$ cat config.mk
export PLATFORM = sky130hd
export DESIGN_NAME = qvr_red
export DESIGN_NICKNAME = d
export VERILOG_FILES = /design/src/rtl/core/assert_macros.svh /design/src/rtl/core/qvr_pkg.sv /design/src/rtl/core/qvr_red.sv
export SDC_FILE = /design/constraint.sdc
export NUM_CORES = 1
export LEC_CHECK = 0
export ABC_AREA = 1
export BUFFER_PORTS_ARGS = -buffer_cell sky130_fd_sc_hd__clkbuf_2
export CAP_MARGIN = 20
export CORE_AREA = 4 4 380 382
export DETAILED_ROUTE_END_ITERATION = 7
export DIE_AREA = 0 0 384 386
export GPL_ROUTABILITY_DRIVEN = 0
export PLACE_DENSITY = 0.51
export SETUP_SLACK_MARGIN = 0.4
export SLEW_MARGIN = 5
export SYNTH_ARGS = -nofsm -noshare
export SYNTH_HDL_FRONTEND = slang
export SYNTH_SLANG_ARGS = --single-unit
export TNS_END_PERCENT = 10
$ cat constraint.sdc
create_clock -name clk -period 29.2 [get_ports clk]
set_input_delay 1.46 -clock clk [delete_from_list [all_inputs] [get_ports clk]]
set_output_delay 1.46 -clock clk [all_outputs]
set_load 0.05 [all_outputs]
$ cat src/rtl/core/assert_macros.svh
// ----------------------------------------------------------------------------
// Assertion macros
// Shared concurrent assertion wrappers for the core RTL.
// ----------------------------------------------------------------------------
`ifndef ASSERT_MACROS_SVH
`define ASSERT_MACROS_SVH

// checked on every clock, masked while rst is high
`define ASSERT_CLK(name, prop, msg) \
  name: assert property (@(posedge clk) disable iff (rst) (prop)) else $error(msg);

// checked on every clock, including during reset
`define ASSERT_ALWAYS(name, prop, msg) \
  name: assert property (@(posedge clk) (prop)) else $error(msg);

`endif

$ cat src/rtl/core/qvr_pkg.sv
// ----------------------------------------------------------------------------
// qvr_pkg
// Widths, limits and stage payload types for the quaternion rotate core.
// ----------------------------------------------------------------------------
package qvr_pkg;

  localparam int QuatW     = 16;
  localparam int VecW      = 24;
  localparam int QW        = QuatW + 1;   // quaternion operand, room for -(-2.0)
  localparam int VW        = 28;          // vector / intermediate operand
  localparam int PW        = QW + VW;     // one partial product
  localparam int SW        = PW + 2;      // sum of four products
  localparam int FracShift = 14;
  localparam int RW        = SW - FracShift;
  localparam int MidW      = 28;
  localparam int OutW      = 24;

  localparam logic signed [RW-1:0] MidHi = RW'((64'sd1 <<< (MidW - 1)) - 64'sd1);
  localparam logic signed [RW-1:0] MidLo = RW'(-(64'sd1 <<< (MidW - 1)));
  localparam logic signed [RW-1:0] OutHi = RW'((64'sd1 <<< (OutW - 1)) - 64'sd1);
  localparam logic signed [RW-1:0] OutLo = RW'(-(64'sd1 <<< (OutW - 1)));

  typedef struct packed {
    logic [3:0][3:0][PW-1:0] m;     // m[i][j] = a_i * b_j
    logic [3:0][QW-1:0]      quat;
    logic                    clip;
  } mul_out_t;

  typedef struct packed {
    logic [3:0][MidW-1:0] r;
    logic [3:0][QW-1:0]   quat;
    logic                 clip;
  } red_out_t;

endpackage

$ cat src/rtl/core/qvr_red.sv
// ----------------------------------------------------------------------------
// qvr_red
// Hamilton sum of registered products, round to nearest, shift, saturate.
// ----------------------------------------------------------------------------
module qvr_red import qvr_pkg::*; (
  input  logic     clk,
  input  logic     rst,
  input  logic     narrow,      // 1: clamp to output width, 0: intermediate width
  input  logic     in_valid,
  output logic     in_ready,
  input  mul_out_t in,
  output logic     out_valid,
  input  logic     out_ready,
  output red_out_t out
);

  function automatic logic signed [SW-1:0] ext(input logic [PW-1:0] x);
    ext = SW'($signed(x));
  endfunction

  red_out_t out_next;
  logic     valid;

  always_comb begin
    logic signed [SW-1:0] s [4];
    logic signed [SW-1:0] t;
    logic signed [RW-1:0] rnd;
    logic signed [RW-1:0] hi;
    logic signed [RW-1:0] lo;
    logic signed [RW-1:0] c;
    logic                 clip;
    s[0] = ext(in.m[3][0]) + ext(in.m[0][3]) + ext(in.m[1][2]) - ext(in.m[2][1]);
    s[1] = ext(in.m[3][1]) - ext(in.m[0][2]) + ext(in.m[1][3]) + ext(in.m[2][0]);
    s[2] = ext(in.m[3][2]) + ext(in.m[0][1]) - ext(in.m[1][0]) + ext(in.m[2][3]);
    s[3] = ext(in.m[3][3]) - ext(in.m[0][0]) - ext(in.m[1][1]) - ext(in.m[2][2]);
    hi   = narrow ? OutHi : MidHi;
    lo   = narrow ? OutLo : MidLo;
    clip = in.clip;
    out_next = '0;
    for (int k = 0; k < 4; k++) begin
      t   = s[k] + (SW'(1) <<< (FracShift - 1));
      rnd = RW'(t >>> FracShift);
      if (rnd > hi) begin
        c    = hi;
        clip = 1'b1;
      end else if (rnd < lo) begin
        c    = lo;
        clip = 1'b1;
      end else begin
        c = rnd;
      end
      out_next.r[k] = c[MidW-1:0];
    end
    out_next.quat = in.quat;
    out_next.clip = clip;
  end

  assign in_ready  = !valid || out_ready;
  assign out_valid = valid;

  always_ff @(posedge clk) begin
    if (rst) begin
      valid <= 1'b0;
    end else if (in_ready) begin
      valid <= in_valid;
    end
  end

  always_ff @(posedge clk) begin
    if (in_valid && in_ready) begin
      out <= out_next;
    end
  end

endmodule

Word-level counts from Yosys, hierarchy flattened --
Index checks and enable logic that the tools add are counted.
Storage, ports and cells: bits in registers 182, input port bits 794, output and inout bits 183, word-level logic and storage cells 48
Cells by class: reductions and logical operators 4, mux-type cells 10, magnitude comparators 8, add/subtract/negate cells 16
Operators with widths (count):
- $mux 28 | 8
- $add 47x15->47 const B | 4
- $gt 33x28->1 | 4
- $lt 33x28->1 | 4
- $add 46x45->47 | 2
- $add 47x45->47 | 2
- $sub 46x45->47 | 2
- $sub 47x45->47 | 2
- $add 45x45->46 | 2
- $sub 45x45->46 | 2
- $mux 27 | 2
- $reduce_or 8->1 | 1
- $logic_and 1x1->1 | 1
- $logic_not 1->1 | 1
- $logic_or 1x1->1 | 1

Longest topological paths before layout --
Gate-level depths: netlist of the first run.
word-level depth 7, gate-level depth with buffers 34

Worst setup path after synthesis of the first run --
No wires, ideal clock.
kind input to register, from input in_valid, to register out[0] (netlist bit) (enable), path slack 18223 ps, library setup time 781 ps, stages 2, buffers on the path 0, data arrival time 10196 ps, path through inv_1 -> a21oi_1
Between the ends: longest elaborated chain between the ends 1
Ends and longest elaborated chain:
- start, declared | line qvr_red.sv:9 | input logic in_valid,
- $logic_and 1x1->1 | line qvr_red.sv:70 | if (in_valid && in_ready) begin
- end signal, assigned | line qvr_red.sv:71 | out <= out_next;
- end, declared | line qvr_red.sv:14 | output red_out_t out
No other way between the ends. A chain may end at the register's enable or synchronous reset.

Worst setup path after layout of the first run --
from input in[480] (netlist bit), to register out[0] (netlist bit) (data pin)
Between the ends: longest elaborated chain between the ends 4, elaborated cells between the ends (all ways) 5
Ends and longest elaborated chain:
- start, declared | line qvr_red.sv:11 | input mul_out_t in,
- $sub 47x45->47 * | line qvr_red.sv:32 | s[0] = ext(in.m[3][0]) + ext(in.m[0][3]) + ext(in.m[1][2]) - ext(in.m[2][1]);
- $add 47x15->47 * | line qvr_red.sv:41 | t = s[k] + (SW'(1) <<< (FracShift - 1));
- $gt 33x28->1 / $lt 33x28->1 (equally long branches) | line qvr_red.sv:43, qvr_red.sv:46
- $reduce_or 8->1 (no line) *
Mark *: on every way between the ends. The rest lies on a longest branch, timed or not.

==> results of run 1 <==
[layer usage]
| layer | share of wire | vias up | wire length (um) | GRT usage |
|---|---|---|---|---|
| met5 | 0.00044 | - | 62 | 0 |
| met1 | 0.42 | 15200 | 59600 | 0.229 |
| met4 | 0.029 | 10 | 4100 | 0.0515 |
| met3 | 0.065 | 161 | 9210 | 0.0328 |
| li1 | - | 16200 | - | - |
| met2 | 0.49 | 1134 | 69300 | 0.332 |
[power by group]
part	internal, mW	total, mW	switching, mW
sequential	0.442	0.473	0.0307
combinational	0.881	3.03	2.15
clock	0.117	0.245	0.128
[tightest hold or removal path, stage by stage, from the launching register on]
cell and delay [ns]:
dfxtp_1 0.36, nand2_1 0.10, a21oi_1 0.06
[stage by stage]
stage | hold slack [ns] | util | setup WS [ns]
floorplan | 1.07 | - | 18.22
global route | 0.597 | 0.289 | 21.68
CTS | 0.559 | 0.289 | 21.99
finish | 0.560 | 0.289 | 22.07
global placement | 0.539 | 0.285 | 21.39
detailed placement | 0.543 | 0.285 | 21.45
[final cells by class]
class	instances	area, um2	area share
Tap cell	1890	2360	0.0580
Clock buffer	17	425	0.0104
Antenna cell	5	12.5	0.000307
Multi-Input combinational cell	3366	23600	0.577
Sequential cell	182	5460	0.134
Clock inverter	15	195	0.00478
Timing Repair Buffer	981	4930	0.121
Inverter	1026	3850	0.0944
[sequential cells by signal, summed over array words and instances, names as in the netlist]
| register | count |
|---|---|
| out_valid | 1 |
| out | 181 |
[placed cells by master, fill, tap and decap left out, types with 13 or more instances in the layout]
cell type	synthesis	layout
o21bai_1	29	29
nand3b_1	37	37
nor2_1	355	355
ha_1	396	396
o21ai_0	96	96
nand3_1	217	217
edfxtp_1	181	181
a21oi_1	191	189
nand2_2	22	22
inv_1	1017	1017
xor2_1	15	15
nor2_2	18	18
nor3_1	30	30
clkbuf_16	0	17
nand4_1	59	59
fa_1	356	356
xnor2_1	17	17
o21ai_2	13	13
nand2_1	1449	1449
clkbuf_2	2	976
[logic make-up (layout without fill, tap and decap cells)]
kind of cell	Yosys count	in the layout	synth area share
buf+inv	1042	2039	0.120
fa+ha+maj	752	752	0.366
flops	182	182	0.165
compound gates	366	366	0.0618
simple gates	2216	2216	0.277
other cells	0	5	0
xor+xnor	32	32	0.00850
[worst min-delay path by stage]
stage | end | slack, ns | cells past startpoint
after CTS | out_valid | 0.56 | 2
after global routing | out_valid | 0.60 | 2
final | out_valid | 0.56 | 2
after floorplan | out_valid | 1.07 | 2
after detailed placement | out_valid | 0.54 | 2
after global placement | out_valid | 0.54 | 2
==> run metrics, run 1 <==
final std cells w/o fill=7,482; achievable frequency=140 MHz; Post-synth top cells=nand2_1 (1,449), inv_1 (1,017), ha_1 (396), fa_1 (356), nor2_1 (355); I/O Pins=~980; Max VDD drop=0.0457 mV; most used standard cell by instance count after synthesis=nand2_1; Crit path depth=28; Yosys cell types=48; TritonCTS buffer count=17; Die ar.=148,000 um2; sequential element share of the synthesized area=0.165; initial antenna violation count=30; Critical R2R Capture=out[120]; Post-synth ARST share=0; critical path class=input port to flip-flop; Initial DRT Pass Iterations=8; Max Buffers Root-to-Sink=2; Die W=384 um; #FFs+latches synth=182; max-cap viol count=0; Syn-to-layout area delta=23.7%; vias in the first global route=approximately 33,000; status=completed; total number of placement rows=138; number of synthesized flops with an enable pin=between 150 and 200; Leakage Power=around 23 nW; Hold Crit Start=out_valid; critical path launch point type=input port; slowest stage delay, CP=0.68 ns; CP max FO=21; Initial Util=0.234; WL/cell=19.0 um; Core Area=about 140,000 um2; Final Max Tran Viols=0; crit path launch=in[480]; final period utilization=0.244; DP Area=40,200 um2; Final setup viols=0; Final Skew=about 0.012 ns; Antenna Nets Post-Route=0; Final Cell Area=40,800 um2; H-tree levels=4; Reg clk slew, reported paths=0.08 ns; clock latency reported for the late side of the worst-skew pair=0.50 ns; Slew headroom=0.268; Post-route DRC=0; largest net degree at the start of global routing=153; setup TNS=0 ns; RSZ-0062 raised after global routing=no; CP delay by family, top=simple AND/OR/NAND/NOR gates; path type of the worst min-delay path=flip-flop to flip-flop; hold bufs inserted after CTS=0; IO Port Bufs=slightly below 1,000; Post-CTS Resized=0; setup bufs post-CTS=0; Synth Instances=4,590; crit path to=out[0]; Iter 0 DRT Violations=1,815; RR Startpoint=out_valid; worst reg2reg path depth=2; Yosys warning count=0; Primary FF master, synth=edfxtp_1; CP arrival=7.36 ns; Remaining Overflow, GRT=0; die span in y=386 um; Crit path required time=29.43 ns; nets=around 7,100; total power=3.75 mW; CTS tree=built; post-synth top area share=0.216; Mean Syn Cell Area=7.18 um2; cell mode on critical path=nand2_1; WP buf/inv=2; layout cell share with drive strength beyond 1=0.196; DR vias/cell=roughly 4.4; Inst Count DP=around 7,400; final worst path period need=about 7 ns; global-route wire length before repair=205,000 um; DP Wirelength=132,000 um; leading area contributor after synthesis=fa_1; post-synthesis cell area=33,000 um2; cell at the slowest stage of the critical path=nand2_1; Area contributors post-synth=fa_1 (22%), nand2_1 (16%), edfxtp_1 (16%), ha_1 (15%), inv_1 (12%); Final Hold Viols=0; Routed WL=142,000 um; clock sinks=182; CTS root buf=clkbuf_16; Power per Cell Area=92.0 nW/um2; Slew @ Worst Pin=1.10 ns; final-layout fill cell count=15,700; CP endpoint kind=flip-flop; GR Util All Layers=0.186; syn nets=between 6,000 and 7,000; R2R setup slack=between 20 and 30 ns; via count=32,700
Note: power is estimated with default switching activity, not from simulation.
==> run 2: changes to the inputs <==
==> constraint.sdc (replaced) <==
create_clock -name clk -period 7.2 [get_ports clk]
set_input_delay 0.36 -clock clk [delete_from_list [all_inputs] [get_ports clk]]
set_output_delay 0.36 -clock clk [all_outputs]
set_load 0.05 [all_outputs]
==> run metrics, run 2 (same netlist as run 1, synthesis figures left out) <==
Initial Util=0.234 (unchanged); cell mode on critical path=nand2_1 (unchanged); nets=7,170 (was 7,120); final std cells w/o fill=7,534 (was 7,482); Inst Count DP=7,448 (was 7,445); Post-route DRC=0 (unchanged); vias in the first global route=33,600 (was 33,300); Max VDD drop=0.170 mV (was 0.0457 mV); Antenna Nets Post-Route=0 (unchanged); status=completed (unchanged); Initial DRT Pass Iterations=6 (was 8); GR Util All Layers=0.189 (was 0.186); crit path to=out[0] (unchanged); Die W=384 um (unchanged); largest net degree at the start of global routing=59 (was 153); Leakage Power=23.1 nW (was 22.9 nW); critical path launch point type=input port (unchanged); Slew @ Worst Pin=1.03 ns (was 1.10 ns); setup bufs post-CTS=0 (unchanged); CTS tree=built (unchanged); RR Startpoint=out_valid (unchanged); Largest register FFs=181 (unchanged); final period utilization=0.847; RSZ-0062 raised after global routing=no (unchanged); slowest stage delay, CP=0.69 ns (was 0.68 ns); Core Area=141,000 um2 (unchanged); path type of the worst min-delay path=input port to flip-flop (was flip-flop to flip-flop); layout cell share with drive strength beyond 1=0.194 (was 0.196); Max Buffers Root-to-Sink=2 (unchanged); CP arrival=6.32 ns (was 7.36 ns); CTS root buf=clkbuf_16 (unchanged); Critical R2R Capture=out[71] (was out[120]); clock sinks=182 (unchanged); TritonCTS buffer count=17 (unchanged); critical path class=input port to flip-flop (unchanged); Final setup viols=0 (unchanged); worst reg2reg path depth=2 (unchanged); Power per Cell Area=371 nW/um2 (was 92.0 nW/um2); CP endpoint kind=flip-flop (unchanged); final worst path period need=6.10 ns; crit path launch=in[214] (was in[480]); die span in y=386 um (unchanged); Reg clk slew, reported paths=0.08 ns (about the same); initial antenna violation count=44 (was 30); commonest non-fill, non-tap cells in the layout=nand2_1 (1,449), inv_1 (1,017), clkbuf_2 (976) (unchanged); DR vias/cell=4.39 (was 4.37); DP Wirelength=132,000 um (about the same); I/O Pins=977 (unchanged); WL/cell=19.1 um (was 19.0 um); Routed WL=144,000 um (was 142,000 um); clock latency reported for the late side of the worst-skew pair=0.50 ns (about the same); CP max FO=21 (unchanged); global-route wire length before repair=208,000 um (was 205,000 um); Remaining Overflow, GRT=0 (unchanged); R2R setup slack=5.02 ns (was 27.36 ns); Iter 0 DRT Violations=2,159 (was 1,815); Crit path required time=7.42 ns (was 29.43 ns); H-tree levels=4 (unchanged); total number of placement rows=138 (unchanged); Final Max Tran Viols=0 (unchanged); Slew headroom=0.315 (was 0.268); Final Hold Viols=0 (unchanged); commonest non-fill, non-tap cell in the layout=nand2_1 (unchanged); via count=33,100 (was 32,700); cell at the slowest stage of the critical path=nand2_1 (unchanged); max-cap viol count=0 (unchanged); Largest Register=out (unchanged); Syn-to-layout area delta=25.3% (was 23.7%); Die ar.=148,000 um2 (unchanged); IO Port Bufs=976 (unchanged); Final Skew=0.0171 ns (was 0.0116 ns); setup TNS=0 ns (unchanged); achievable frequency=164 MHz
run 2: changes by cell type in the layout (fill, tap and decap cells not counted), sizes merged:
cell,change
clkinv,-2
buf,+3
dlygate4sd3,+47
inv,+2
diode,+2
run 2: per-layer routing:
| metal | global-route usage | vias up | wire length, um |
|---|---|---|---|
| met5 | 0 | - | 126 |
| met3 | 0.0352 | 188 | 10200 |
| li1 | - | 16300 | - |
| met4 | 0.0583 | 22 | 4570 |
| met1 | 0.234 | 15300 | 59700 |
| met2 | 0.331 | 1269 | 69100 |
run 2: worst min-delay path by stage:
| stage | endpoint | cells after the start | startpoint |
|---|---|---|---|
| final | out[5] | 1 | in[5] |
| after global routing | out[5] | 1 | in[5] |
| after CTS | out[5] | 1 | in[5] |
| after detailed placement | out_valid | 2 | rst |
| after global placement | out_valid | 2 | rst |
| after floorplan | out_valid | 1 | rst |
run 2: what timing repair did:
action / CTS / global route
resized for setup: 0 / 0
hold endpoints to repair: 47 / 0
hold buffers: 47 / 0
run 2: per-stage QoR:
stage                util  hold slack, ns  power [mW]  area, um2  setup WS [ns]
floorplan               -           0.429        10.3      33000           1.06
global placement    0.285           0.518        14.2      40200          0.615
detailed placement  0.285           0.517        14.2      40200          0.595
CTS                 0.293         0.00341        15.4      41300           1.12
global route        0.293         0.00994        16.8      41300          0.627
finish              0.293          0.0616        15.3      41300           1.10
run 2: worst max-delay path: cells and delay by family:
| family | cells | cell delay, ns |
|---|---|---|
| simple gates | 18 | 3.27 |
| fa+ha+maj | 5 | 1.94 |
| xor+xnor | 1 | 0.41 |
| compound gates | 2 | 0.19 |
| buf+inv | 1 | 0.11 |
run 2: cell type report:
class	instances	area, um2
well taps	1890	2360
clock inverters	15	213
repair buffers	1031	5420
inverters	1026	3850
flip-flops and latches	182	5460
fillers	15600	99800
diodes	7	17.5
clock buffers	17	425
multi-input cells	3366	23600
run 2: where the power goes:
part,internal (mW),total [mW],switching [mW]
sequential,1.79,1.92,0.124
combinational,3.61,12.4,8.75
clock,0.485,1.03,0.549
total,5.89,15.3,9.42
